## config.mk

```make
export PLATFORM = sky130hd
export DESIGN_NAME = mrrc_front
export DESIGN_NICKNAME = d
export VERILOG_FILES = /design/src/rtl/core/mrrc_pkg.sv /design/src/rtl/core/mrrc_front.sv
export SDC_FILE = /design/constraint.sdc
export NUM_CORES = 1
export LEC_CHECK = 0
export ABC_CLOCK_PERIOD_IN_PS = 8300
export BUFFER_PORTS_ARGS = -buffer_cell sky130_fd_sc_hd__buf_2
export CORE_MARGIN = 2
export CORE_UTILIZATION = 40
export CTS_CLUSTER_SIZE = 30
export DETAILED_ROUTE_END_ITERATION = 8
export PLACE_DENSITY_LB_ADDON = 0.05
export SYNTH_ARGS = -nofsm -noshare
export SYNTH_HDL_FRONTEND = slang
export SYNTH_SLANG_ARGS = --single-unit
```

## constraint.sdc

```tcl
create_clock -name clk_i -period 8.3 [get_ports clk_i]
set_input_delay 1.66 -clock clk_i [delete_from_list [all_inputs] [get_ports clk_i]]
set_output_delay 1.66 -clock clk_i [all_outputs]
set_load 0.01 [all_outputs]
```

## src/rtl/core/mrrc_pkg.sv

```systemverilog
// ----------------------------------------------------------------------------
// mrrc_pkg
// Shared types, constants and the CRC-16/MODBUS byte update for the
// Modbus RTU response checker.
// ----------------------------------------------------------------------------
package mrrc_pkg;

  localparam int MaxFrameBytes = 256;
  localparam int SeenW         = $clog2(MaxFrameBytes + 2);
  localparam int QDepth        = 4;
  localparam int QAw           = $clog2(QDepth);
  localparam int QCw           = $clog2(QDepth + 1);
  localparam int PaddrW        = 3;

  localparam logic [15:0] CrcInit = 16'hFFFF;
  localparam logic [15:0] CrcPoly = 16'hA001;

  localparam logic [2:0] StOk       = 3'd0;
  localparam logic [2:0] StBadCrc   = 3'd1;
  localparam logic [2:0] StBadAddr  = 3'd2;
  localparam logic [2:0] StBadFunc  = 3'd3;
  localparam logic [2:0] StBadLen   = 3'd4;

  localparam logic KindValue  = 1'b0;
  localparam logic KindStatus = 1'b1;

  localparam logic [PaddrW-1:0] AddrDevice   = PaddrW'(0);
  localparam logic [PaddrW-1:0] AddrFunction = PaddrW'(4);

  typedef struct packed {
    logic        has_val;
    logic [15:0] val;
    logic [6:0]  idx;
    logic        has_stat;
    logic [2:0]  status;
  } mrrc_entry_t;

  function automatic logic [15:0] crc_byte(input logic [15:0] crc, input logic [7:0] b);
    logic [15:0] c;
    c = crc ^ {8'h00, b};
    for (int k = 0; k < 8; k++) begin
      if (c[0]) begin
        c = (c >> 1) ^ CrcPoly;
      end else begin
        c = c >> 1;
      end
    end
    return c;
  endfunction

endpackage

```

## src/rtl/core/mrrc_front.sv

```systemverilog
// ----------------------------------------------------------------------------
// mrrc_front
// Byte intake: delay line, CRC accumulator, header checks and register
// pairing. Builds one queue entry per byte that causes any result.
// ----------------------------------------------------------------------------
module mrrc_front import mrrc_pkg::*; (
  input  logic        clk_i,
  input  logic        rst_ni,
  input  logic        accept_i,
  input  logic [7:0]  rx_byte_i,
  input  logic        frame_end_i,
  input  logic [7:0]  dev_addr_i,
  input  logic [7:0]  func_code_i,
  output logic        push_o,
  output mrrc_entry_t entry_o
);

  localparam logic [SeenW-1:0] SeenTwo   = SeenW'(2);
  localparam logic [SeenW-1:0] SeenThree = SeenW'(3);
  localparam logic [SeenW-1:0] SeenFour  = SeenW'(4);
  localparam logic [SeenW-1:0] SeenOne   = SeenW'(1);
  localparam logic [SeenW-1:0] SeenZero  = SeenW'(0);
  localparam logic [SeenW-1:0] SeenMax   = SeenW'(MaxFrameBytes);
  localparam logic [SeenW-1:0] SeenSat   = SeenW'(MaxFrameBytes + 1);

  logic [15:0]      crc_q, crc_d;
  logic [7:0]       dly0_q, dly0_d, dly1_q, dly1_d;
  logic [SeenW-1:0] seen_q, seen_d;
  logic [7:0]       decl_q, decl_d;
  logic             addr_ok_q, addr_ok_d;
  logic             func_ok_q, func_ok_d;
  logic [7:0]       hold_q, hold_d;
  logic             phase_q, phase_d;
  logic [6:0]       rcnt_q, rcnt_d;
  mrrc_entry_t      entry;

  always_comb begin
    crc_d     = crc_q;
    dly0_d    = rx_byte_i;
    dly1_d    = dly0_q;
    seen_d    = seen_q;
    decl_d    = decl_q;
    addr_ok_d = addr_ok_q;
    func_ok_d = func_ok_q;
    hold_d    = hold_q;
    phase_d   = phase_q;
    rcnt_d    = rcnt_q;
    entry     = '0;

    if (seen_q >= SeenTwo) begin
      crc_d = crc_byte(crc_q, dly1_q);
      if (seen_q <= SeenMax) begin
        if (seen_q == SeenTwo) begin
          addr_ok_d = (dly1_q == dev_addr_i);
        end else if (seen_q == SeenThree) begin
          func_ok_d = (dly1_q == func_code_i);
        end else if (seen_q == SeenFour) begin
          decl_d = dly1_q;
        end else if (!phase_q) begin
          hold_d  = dly1_q;
          phase_d = 1'b1;
        end else begin
          entry.has_val = 1'b1;
          entry.val     = {hold_q, dly1_q};
          entry.idx     = rcnt_q;
          rcnt_d        = rcnt_q + 7'd1;
          phase_d       = 1'b0;
        end
      end
    end

    if (seen_q != SeenSat) begin
      seen_d = seen_q + SeenOne;
    end

    if (frame_end_i) begin
      if (phase_d) begin
        entry.has_val = 1'b1;
        entry.val     = {8'h00, hold_d};
        entry.idx     = rcnt_d;
      end
      entry.has_stat = 1'b1;
      if (seen_q == SeenZero || {rx_byte_i, dly0_q} != crc_d) begin
        entry.status = StBadCrc;
      end else if (seen_q == SeenOne || !addr_ok_d) begin
        entry.status = StBadAddr;
      end else if (seen_q == SeenTwo || !func_ok_d) begin
        entry.status = StBadFunc;
      end else if (seen_q == SeenThree || seen_q >= SeenMax ||
                   {1'b0, decl_d} != seen_q - SeenFour) begin
        entry.status = StBadLen;
      end else begin
        entry.status = StOk;
      end
      crc_d     = CrcInit;
      dly0_d    = '0;
      dly1_d    = '0;
      seen_d    = '0;
      decl_d    = '0;
      addr_ok_d = 1'b0;
      func_ok_d = 1'b0;
      hold_d    = '0;
      phase_d   = 1'b0;
      rcnt_d    = '0;
    end
  end

  always_ff @(posedge clk_i or negedge rst_ni) begin
    if (!rst_ni) begin
      crc_q     <= CrcInit;
      dly0_q    <= '0;
      dly1_q    <= '0;
      seen_q    <= '0;
      decl_q    <= '0;
      addr_ok_q <= 1'b0;
      func_ok_q <= 1'b0;
      hold_q    <= '0;
      phase_q   <= 1'b0;
      rcnt_q    <= '0;
    end else if (accept_i) begin
      crc_q     <= crc_d;
      dly0_q    <= dly0_d;
      dly1_q    <= dly1_d;
      seen_q    <= seen_d;
      decl_q    <= decl_d;
      addr_ok_q <= addr_ok_d;
      func_ok_q <= func_ok_d;
      hold_q    <= hold_d;
      phase_q   <= phase_d;
      rcnt_q    <= rcnt_d;
    end
  end

  assign push_o  = accept_i && (entry.has_val || entry.has_stat);
  assign entry_o = entry;

endmodule

```

==> results of run 1 <==
-- registers in the layout, summed over array words and instances, names as in the netlist --
register   flops
crc_q         16
addr_ok_q      1
rcnt_q         7
hold_q         8
decl_q         8
seen_q         9
dly0_q         8
phase_q        1
func_ok_q      1
dly1_q         8
-- synth_stat cells (3+ instances only) --
cell type   n  share of area, %
a21oi_1    22               2.2
nand2_1    25               1.9
ha_1       11               2.8
or3_1       5              0.64
mux2i_1    20               4.1
xnor2_1    46               8.2
xnor3_1     3               1.4
o31ai_1    13               2.0
nor3_1     10               1.0
xor2_1     18               3.2
a22o_1      9               1.6
nor4_1      4              0.51
nor2_1     31               2.4
buf_6       3              0.69
nand2b_1    3              0.38
buf_2      14               1.4
and2_1      8               1.0
mux2_2      3              0.69
dfstp_2    16               8.6
clkbuf_1   22               1.7
a22oi_1    16               2.4
dfrtp_1    51                26
and3_1      6              0.77
buf_1       4              0.31
nand4_1    15               1.9
o22a_1     11               2.0
inv_1      16               1.2
o2bb2ai_1  24               4.3
nand3_1    26               2.7
nor2b_1     5              0.64
o21ai_0    28               2.9
a31oi_1     7              0.89
-- metrics by stage --
| step | total power, W | area, sq um |
|---|---|---|
| after global placement | 0.00104 | 5190 |
| after floorplan | 0.000905 | 4910 |
| after CTS | 0.00147 | 5520 |
| after detailed placement | 0.00104 | 5190 |
| final | 0.00146 | 5520 |
| after global routing | 0.00156 | 5520 |
-- tightest hold or removal path, cell delays in order, from the launching register on --
cell and delay (ns):
dfrtp_1 0.37, nand2_1 0.06, o31ai_1 0.06
-- power by group --
part / switching [W] / internal (W) / total, W / leakage, nW
registers: 0.0000778 / 0.000397 / 0.000475 / 0.862
logic: 0.000316 / 0.000250 / 0.000566 / 1.33
clock network: 0.000143 / 0.000279 / 0.000422 / 0.159
-- metal layers --
| layer | share of wire [%] | vias to the layer above | track usage [%] | wire (um) |
|---|---|---|---|---|
| met5 | 0 | - | 0 | 0 |
| met4 | 1.8 | 0 | 6.67 | 245 |
| met3 | 4.6 | 23 | 3.85 | 630 |
| met2 | 44 | 126 | 33.8 | 6080 |
| met1 | 49 | 2026 | 31.3 | 6750 |
| li1 | - | 2013 | - | - |
-- how the worst max path moves through the flow --
| stage | depth (start not counted) | end | slack, ns |
|---|---|---|---|
| after floorplan | 8 | entry_o[2] | 3.36 |
| after global placement | 11 | entry_o[2] | 2.79 |
| after detailed placement | 11 | entry_o[2] | 2.64 |
| after CTS | 11 | entry_o[2] | 2.28 |
| after global routing | 11 | entry_o[2] | 1.97 |
| final | 11 | entry_o[2] | 2.28 |
-- cell families after synthesis --
family / share of synthesized area (%)
and+or+nand+nor: 16.7
DFF: 34.6
xor gates and xnor gates: 12.8
AOI/OAI and AO/OA: 22.7
adders and majority gates: 2.81
muxes: 4.77
buffers and inverters: 5.64
-- layout make-up --
class	count	share of cell area, %
sequential	67	30.7
timing repair buffer	60	5.62
multi-input combinational	406	53.1
clock buffer	12	4.65
tap	147	3.33
clock inverter	4	1.31
inverter	18	1.22
==> run_results.csv, run 1 <==
group,metric,value,unit
timing,rsz0062_at_grt,"no",
critical_path,r2r-start,"seen_q[0]",
route,wirelength,13700,um
clock_tree,post_cts_buffers,0,
finish,layout_common_cells,"56 x buf_2, 51 x dfrtp_1, 46 x xnor2_1",
floorplan,core,0.0120,sq mm
power,p_leak,2.35,nW
finish,fillers,1186,
route,first_pass_iters,5,
min_path,worst_hold_path.num_cells,2,
critical_path,critical_path_class,"flop to primary output",
critical_path,slowest_stage,"dfrtp_1",
global_route,grt_max_degree,68,
clock_tree,cts_buffer_depth,2,
synthesis,netlist_area,0.00491,sq mm
power,peakVddDrop,120,uV
global_route,grtUsageTotal,21.8,%
timing,worstMarginPinSlew,0.949,ns
synthesis,synth_edf_count,0,
finish,final_common_cell,"buf_2",
finish,antenna_cells,0,
finish,fin_cells,714,
min_path,min-delay-start,"addr_ok_q",
finish,postLayoutCoreUtil,46.0,%
route,postRouteAntennaNets,0,
placement,gp_congestion,0.839,
synthesis,synthDistinctLibCells,63,
clock_tree,ctsHoldBuffers,0,
synthesis,yosys_most_used_dff,"dfrtp_1",
timing,finalHoldViolations,0,
clock_tree,clk_pin_slew,0.06,ns
flow_run,drv_cap,0,
timing,fin_crit_sh,72.5,%
placement,placedCellCount,698,
route,viasPerCell,5.87,
route,vias,4188,
timing,max_slew_margin,36.8,%
finish,area.sequential,0.00170,sq mm
status,outcome,"complete, no violations",
clock_tree,ctsResizeCount,0,
timing,drv_slew,0,
timing,whs,0.514,ns
timing,period_minus_slack,6.02,ns
critical_path,rrSetupSlack,5.10,ns
timing,fin_skew,0.00438,ns
critical_path,critPathMaxStageDelay,0.56,ns
floorplan,die_w,115,um
placement,pre_cts_slack,2.64,ns
clock_tree,cts.htree.levels,3,
critical_path,cp_max_fo,24,
critical_path,critPathTopFamily,"compound AO/OA/AOI/OAI gates",
global_route,grt_overflow,0,
placement,place.detailed.hpwl,9380,um
clock_tree,insertion_delay,0.33,ns
clock_tree,cts_tree,"yes",
critical_path,cp.arrival,4.36,ns
floorplan,placementRows,40,
finish,fin_nets,601,
synthesis,syn-instance-count,535,
global_route,grt_pass1_wl,22300,um
finish,area_growth,12.5,%
timing,max_freq,0.166,GHz
critical_path,r2r-end,"hold_q[4]",
floorplan,initial_core_util,40.8,%
critical_path,crit_top_cell,"nand4_1",
floorplan,io_pins,57,
critical_path,endpoint_kind,"primary output",
route,drtIter0Drc,231,
route,routedWlPerCell,19.2,um
synthesis,ys_seq_area_share,34.6,%
critical_path,path_cells,"inv_1 > ha_1 > a2111oi_4 > nand3_2 > o22a_1 > a2111oi_2 > nand4_1 > nor4_2 > nand4_1 > a311oi_1 > buf_2",
timing,fin_ws,2.28,ns
clock_tree,cts_buffers,9,
global_route,antenna_found_initial,0,
synthesis,async_flop_share,100,%
timing,setup_viol,0,
synthesis,avgSynthCellArea,9.17,sq um
power,power.density,265,mW/mm^2
global_route,grt_pass1_vias,3977,
min_path,hold_class,"flop to flop",
synthesis,ys_seq_elements,67,
clock_tree,cts_sinks,67,
critical_path,cp.buffers_inverters,2,
critical_path,reg2regPathDepth,10,
clock_tree,clock-root-buffer,"clkbuf_16",
floorplan,dieArea,0.0132,sq mm
critical_path,critPathLaunch,"seen_q[2]",
timing,setup-tns-final,0,ns
placement,numPortBuffers,56,
critical_path,start_kind,"flop",
route,drc,0,
finish,multi_input_area,0.00293,sq mm
min_path,holdPathEnd,"addr_ok_q",
synthesis,yosysWarnings,0,
floorplan,fp.dieH,115,um
finish,drive_above_1_share,19.0,%
critical_path,cp.required,6.64,ns
synthesis,syn_nets,574,
Note: power is estimated with default switching activity, not from simulation.
==> run 2: changes to the inputs <==
--- a/config.mk
+++ b/config.mk
@@ -5,7 +5,7 @@
 export SDC_FILE = /design/constraint.sdc
 export NUM_CORES = 1
 export LEC_CHECK = 0
-export ABC_CLOCK_PERIOD_IN_PS = 8300
+export ABC_CLOCK_PERIOD_IN_PS = 5700
 export BUFFER_PORTS_ARGS = -buffer_cell sky130_fd_sc_hd__buf_2
 export CORE_MARGIN = 2
 export CORE_UTILIZATION = 40
==> constraint.sdc (replaced) <==
create_clock -name clk_i -period 5.7 [get_ports clk_i]
set_input_delay 1.14 -clock clk_i [delete_from_list [all_inputs] [get_ports clk_i]]
set_output_delay 1.14 -clock clk_i [all_outputs]
set_load 0.01 [all_outputs]
==> run 2 against run 1 <==
Clock skew increased by 0.0030 ns; critical path type unchanged; non-clock buffer count increased by 7; highest routed layer unchanged; critical endpoint unchanged; setup slack worse by 1.7 ns.
==> run_results.csv, run 2 (synthesized netlist as in run 1, its figures left out) <==
group,metric,value,unit
finish,antenna_cells,0,
power,pwr-share-comb,40.1,%
status,outcome,"complete, no violations",
finish,layout_common_cells,"56 x buf_2, 51 x dfrtp_1, 46 x xnor2_1",
floorplan,io_pins,57,
global_route,grt_max_degree,68,
route,postRouteAntennaNets,0,
critical_path,critPathMaxStageDelay,0.57,ns
finish,final_common_cell,"buf_2",
global_route,grt_pass1_wl,21900,um
route,drc,0,
clock_tree,post_cts_buffers,0,
power,p_sw_share,37.2,%
power,p_seq_share,32.5,%
floorplan,dieArea,0.0132,sq mm
global_route,antenna_found_initial,0,
critical_path,endpoint_kind,"primary output",
critical_path,reg2regPathDepth,11,
min_path,min-delay-start,"func_ok_q",
clock_tree,ctsHoldBuffers,0,
clock_tree,cts_tree,"yes",
power,power.internal,0.00132,W
clock_tree,insertion_delay,0.34,ns
timing,worstMarginPinSlew,1.01,ns
placement,place.detailed.hpwl,9710,um
route,vias,4153,
placement,gp_congestion,0.868,
clock_tree,clk_pin_slew,0.06,ns
clock_tree,clock-root-buffer,"clkbuf_16",
floorplan,fp.dieH,115,um
critical_path,critical_path_class,"flop to primary output",
min_path,holdPathEnd,"func_ok_q",
clock_tree,cts_buffer_depth,2,
global_route,grt_pass1_vias,3986,
timing,period_minus_slack,5.10,ns
clock_tree,cts_buffers,9,
timing,finalHoldViolations,0,
route,drtIter0Drc,236,
timing,fin_ws,0.598,ns
critical_path,start_kind,"flop",
timing,whs,0.507,ns
critical_path,cp_max_fo,20,
finish,largest_register_ffs,16,
route,routedWlPerCell,19.1,um
timing,rsz0062_at_grt,"no",
critical_path,slowest_stage,"dfrtp_1",
finish,area.sequential,0.00170,sq mm
floorplan,placementRows,40,
timing,setup-tns-final,0,ns
finish,area_growth,13.1,%
timing,fin_skew,0.00740,ns
timing,max_freq,0.196,GHz
global_route,grt_overflow,0,
finish,top_regs,"crc_q: 16 flops, seen_q: 9 flops",
timing,fin_crit_sh,89.5,%
clock_tree,cts_sinks,67,
global_route,grtUsageTotal,21.6,%
finish,drive_above_1_share,20.0,%
route,wirelength,13800,um
floorplan,die_w,115,um
power,p_sw,0.000780,W
critical_path,rrSetupSlack,2.58,ns
power,p_leak,2.38,nW
critical_path,critPathLaunch,"seen_q[2]",
critical_path,cp.required,4.56,ns
timing,drv_slew,0,
critical_path,path_cells,"inv_1 > ha_1 > a2111oi_4 > nand3_2 > buf_4 > mux2i_1 > xor2_1 > nand4_1 > nor4_2 > nand4_1 > a311oi_1 > buf_2",
floorplan,initial_core_util,40.8,%
floorplan,core,0.0120,sq mm
flow_run,drv_cap,0,
finish,postLayoutCoreUtil,46.2,%
min_path,hold_class,"flop to flop",
power,power.density,378,mW/mm^2
power,peakVddDrop,116,uV
placement,numPortBuffers,56,
critical_path,crit_top_cell,"nand4_1",
route,viasPerCell,5.76,
critical_path,cp.arrival,3.96,ns
timing,max_slew_margin,32.9,%
finish,fillers,1160,
timing,setup_viol,0,
critical_path,r2r-start,"seen_q[0]",
finish,multi_input_area,0.00293,sq mm
placement,placedCellCount,705,
critical_path,r2r-end,"hold_q[4]",
placement,pre_cts_slack,0.978,ns
clock_tree,ctsResizeCount,0,
min_path,worst_hold_path.num_cells,1,
finish,fin_nets,608,
clock_tree,cts.htree.levels,3,
finish,fin_cells,721,
finish,top_register,"crc_q",
route,first_pass_iters,5,
power,power.share.clock,27.4,%
## run 2: changes by cell type in the layout (fill, tap and decap cells not counted)
cell / delta
clkinv_2: +1
buf_4: +7
bufinv_16: -1
clkinv_4: +1
clkinvlp_4: -1
## run 2: final cells by class
cell class,instances,area share [%]
multi-input cells,406,52.9
flip-flops and latches,67,30.6
inverters,18,1.22
clock inverters,4,0.879
clock buffers,12,4.62
well taps,147,3.31
repair buffers,67,6.54
## run 2: per-stage QoR
| step | total power [W] | instance area (sq um) |
|---|---|---|
| floorplan | 0.00132 | 4910 |
| global placement | 0.00152 | 5240 |
| detailed placement | 0.00153 | 5240 |
| CTS | 0.00211 | 5550 |
| global route | 0.00223 | 5550 |
| finish | 0.00210 | 5550 |
## run 2: how the worst max path moves through the flow
| stage | to | slack (ns) | depth (start not counted) |
|---|---|---|---|
| after floorplan | entry_o[2] | 1.33 | 12 |
| after global placement | entry_o[2] | 1.06 | 11 |
| after detailed placement | entry_o[2] | 0.98 | 12 |
| after CTS | entry_o[2] | 0.60 | 12 |
| after global routing | entry_o[2] | 0.34 | 12 |
| final | entry_o[2] | 0.60 | 12 |
## run 2: power groups by stage
stage	registers, W	clock network, W	logic (W)
4_1_cts	0.000681	0.000591	0.000842
2_1_floorplan	0.000647	0	0.000671
5_1_grt	0.000697	0.000606	0.000929
3_5_place_dp	0.000689	0	0.000839
3_3_place_gp	0.000690	0	0.000832
6_report	0.000683	0.000575	0.000841
## run 2: critical path: cells and delay by family (launching register included)
| kind | cells | cell delay [ns] |
|---|---|---|
| buf+inv | 3 | 0.61 |
| flops | 1 | 0.57 |
| fa+ha+maj | 1 | 0.34 |
| compound gates | 2 | 0.85 |
| mux | 1 | 0.19 |
| xor+xnor | 1 | 0.19 |
| simple gates | 4 | 0.89 |
## run 2: per-layer routing
layer  vias up  GRT usage [%]  share of wire, %
met2       111           33.6                44
met4         0           8.92               2.1
li1       2020              -                 -
met5         -              0                 0
met1      1999           30.7                49
met3        23           2.74               4.4
==> run 3: changes to the inputs <==
--- a/config.mk
+++ b/config.mk
@@ -11,7 +11,6 @@
 export CORE_UTILIZATION = 40
 export CTS_CLUSTER_SIZE = 30
 export DETAILED_ROUTE_END_ITERATION = 8
-export PLACE_DENSITY_LB_ADDON = 0.05
 export SYNTH_ARGS = -nofsm -noshare
 export SYNTH_HDL_FRONTEND = slang
 export SYNTH_SLANG_ARGS = --single-unit
==> run 3 against run 2 <==
Register-to-register slack worse by 0.07 ns; global-route usage down 0.32 points; maximum frequency is 2.8% lower; sequential power up 0.9%; critical path type unchanged; power is 1.3% lower; clock skew fell by 0.0018 ns; first-iteration DRC count grew 56%.
==> run_results.csv, run 3 (synthesized netlist as in run 1, its figures left out) <==
group,metric,value,unit
route,postRouteAntennaNets,0,
power,peakVddDrop,133,uV
clock_tree,ctsResizeCount,0,
clock_tree,cts_buffer_depth,2,
timing,rsz0062_at_grt,"no",
global_route,grt_pass1_vias,4011,
route,vias,4265,
global_route,grt_max_degree,68,
clock_tree,post_cts_buffers,0,
route,routedWlPerCell,19.2,um
finish,final_common_cell,"buf_2",
power,p_leak,2.36,nW
route,first_pass_iters,6,
finish,largest_register_ffs,16,
finish,layout_common_cells,"56 x buf_2, 51 x dfrtp_1, 46 x xnor2_1",
floorplan,die_w,115,um
placement,gp_congestion,0.845,
clock_tree,cts_sinks,67,
placement,pre_cts_slack,0.802,ns
timing,max_freq,0.190,GHz
global_route,grtUsageTotal,21.3,%
floorplan,core,0.0120,sq mm
status,outcome,"complete, no violations",
global_route,antenna_found_initial,0,
placement,place.detailed.hpwl,9530,um
floorplan,dieArea,0.0132,sq mm
flow_run,drv_cap,0,
timing,max_slew_margin,34.5,%
floorplan,io_pins,57,
finish,top_regs,"crc_q: 16 flops, seen_q: 9 flops",
timing,worstMarginPinSlew,0.983,ns
critical_path,cp.required,4.56,ns
clock_tree,clock-root-buffer,"clkbuf_16",
timing,finalHoldViolations,0,
finish,fin_nets,606,
route,viasPerCell,5.93,
clock_tree,cts_buffers,9,
critical_path,start_kind,"flop",
global_route,grt_overflow,0,
clock_tree,ctsHoldBuffers,0,
finish,postLayoutCoreUtil,45.9,%
power,power.density,376,mW/mm^2
timing,whs,0.509,ns
critical_path,cp.arrival,4.11,ns
min_path,hold_class,"flop to flop",
placement,numPortBuffers,56,
clock_tree,clk_pin_slew,0.06,ns
timing,drv_slew,0,
route,wirelength,13800,um
finish,drive_above_1_share,19.4,%
floorplan,fp.dieH,115,um
critical_path,critical_path_class,"flop to primary output",
floorplan,placementRows,40,
clock_tree,insertion_delay,0.33,ns
critical_path,cp_max_fo,18,
timing,setup-tns-final,0,ns
floorplan,initial_core_util,40.8,%
timing,fin_skew,0.00563,ns
global_route,grt_pass1_wl,22000,um
timing,period_minus_slack,5.25,ns
finish,area_growth,12.4,%
timing,fin_ws,0.450,ns
timing,fin_crit_sh,92.1,%
route,drtIter0Drc,368,
critical_path,endpoint_kind,"primary output",
route,drc,0,
finish,antenna_cells,0,
timing,setup_viol,0,
finish,top_register,"crc_q",
clock_tree,cts_tree,"yes",
clock_tree,cts.htree.levels,3,
run 3: changes by cell type in the layout (fill, tap and decap cells not counted):
| cell | delta |
|---|---|
| buf_4 | -2 |
| clkbuf_8 | -2 |
| clkinv_1 | +2 |
| clkinv_2 | +1 |
| clkinv_4 | -1 |
| clkinvlp_4 | +1 |
| inv_2 | -1 |
run 3: worst max-delay path, cell delays in order, from the launching register on:
cell       delay [ns]
dfrtp_1          0.55
inv_1            0.15
ha_1             0.33
a2111oi_4        0.54
nand3_2          0.25
buf_4            0.29
mux2i_1          0.15
a2111oi_2        0.38
nand4_1          0.14
nor4_2           0.34
nand4_1          0.22
a311oi_1         0.25
buf_2            0.18
run 3: metal layers:
metal / share of wire (%) / vias up / track usage, % / wire [um]
met5: 0 / - / 0 / 0
met4: 1.7 / 0 / 6.27 / 236
met3: 5.0 / 21 / 2.74 / 691
met2: 45 / 135 / 33.3 / 6250
met1: 48 / 2075 / 31.0 / 6630
li1: - / 2034 / - / -
run 3: worst paths after layout:
| path | start | to | slack, ns | cells after the start |
|---|---|---|---|---|
| min in group asynchronous | rst_ni | hold_q[3] | 0.99 | 2 |
| hold / removal | addr_ok_q | addr_ok_q | 0.51 | 2 |
| hold reg to reg | addr_ok_q | addr_ok_q | 0.51 | 2 |
| setup / recovery | seen_q[2] | entry_o[2] | 0.45 | 12 |
| max in group asynchronous | rst_ni | seen_q[0] | 4.09 | 2 |
| setup reg to reg | seen_q[0] | hold_q[6] | 2.51 | 10 |
run 3: metrics by stage:
stage	area (sq um)	total power (W)	instances
6_report	5510	0.00207	719
5_1_grt	5510	0.00220	719
4_1_cts	5510	0.00208	719
3_5_place_dp	5230	0.00152	703
3_3_place_gp	5230	0.00150	703
2_1_floorplan	4910	0.00132	535
run 3: cell type report:
cell class | count | area, sq um
fill | 1163 | 6500
multi-input combinational | 406 | 2930
sequential | 67 | 1700
timing repair buffer | 65 | 348
clock buffer | 10 | 229
tap | 147 | 184
inverter | 18 | 67.6
clock inverter | 6 | 56.3
run 3: where the power goes:
group / switching [W] / internal, W / total (W)
logic: 0.000471 / 0.000369 / 0.000840
registers: 0.000112 / 0.000578 / 0.000689
clock network: 0.000208 / 0.000335 / 0.000542
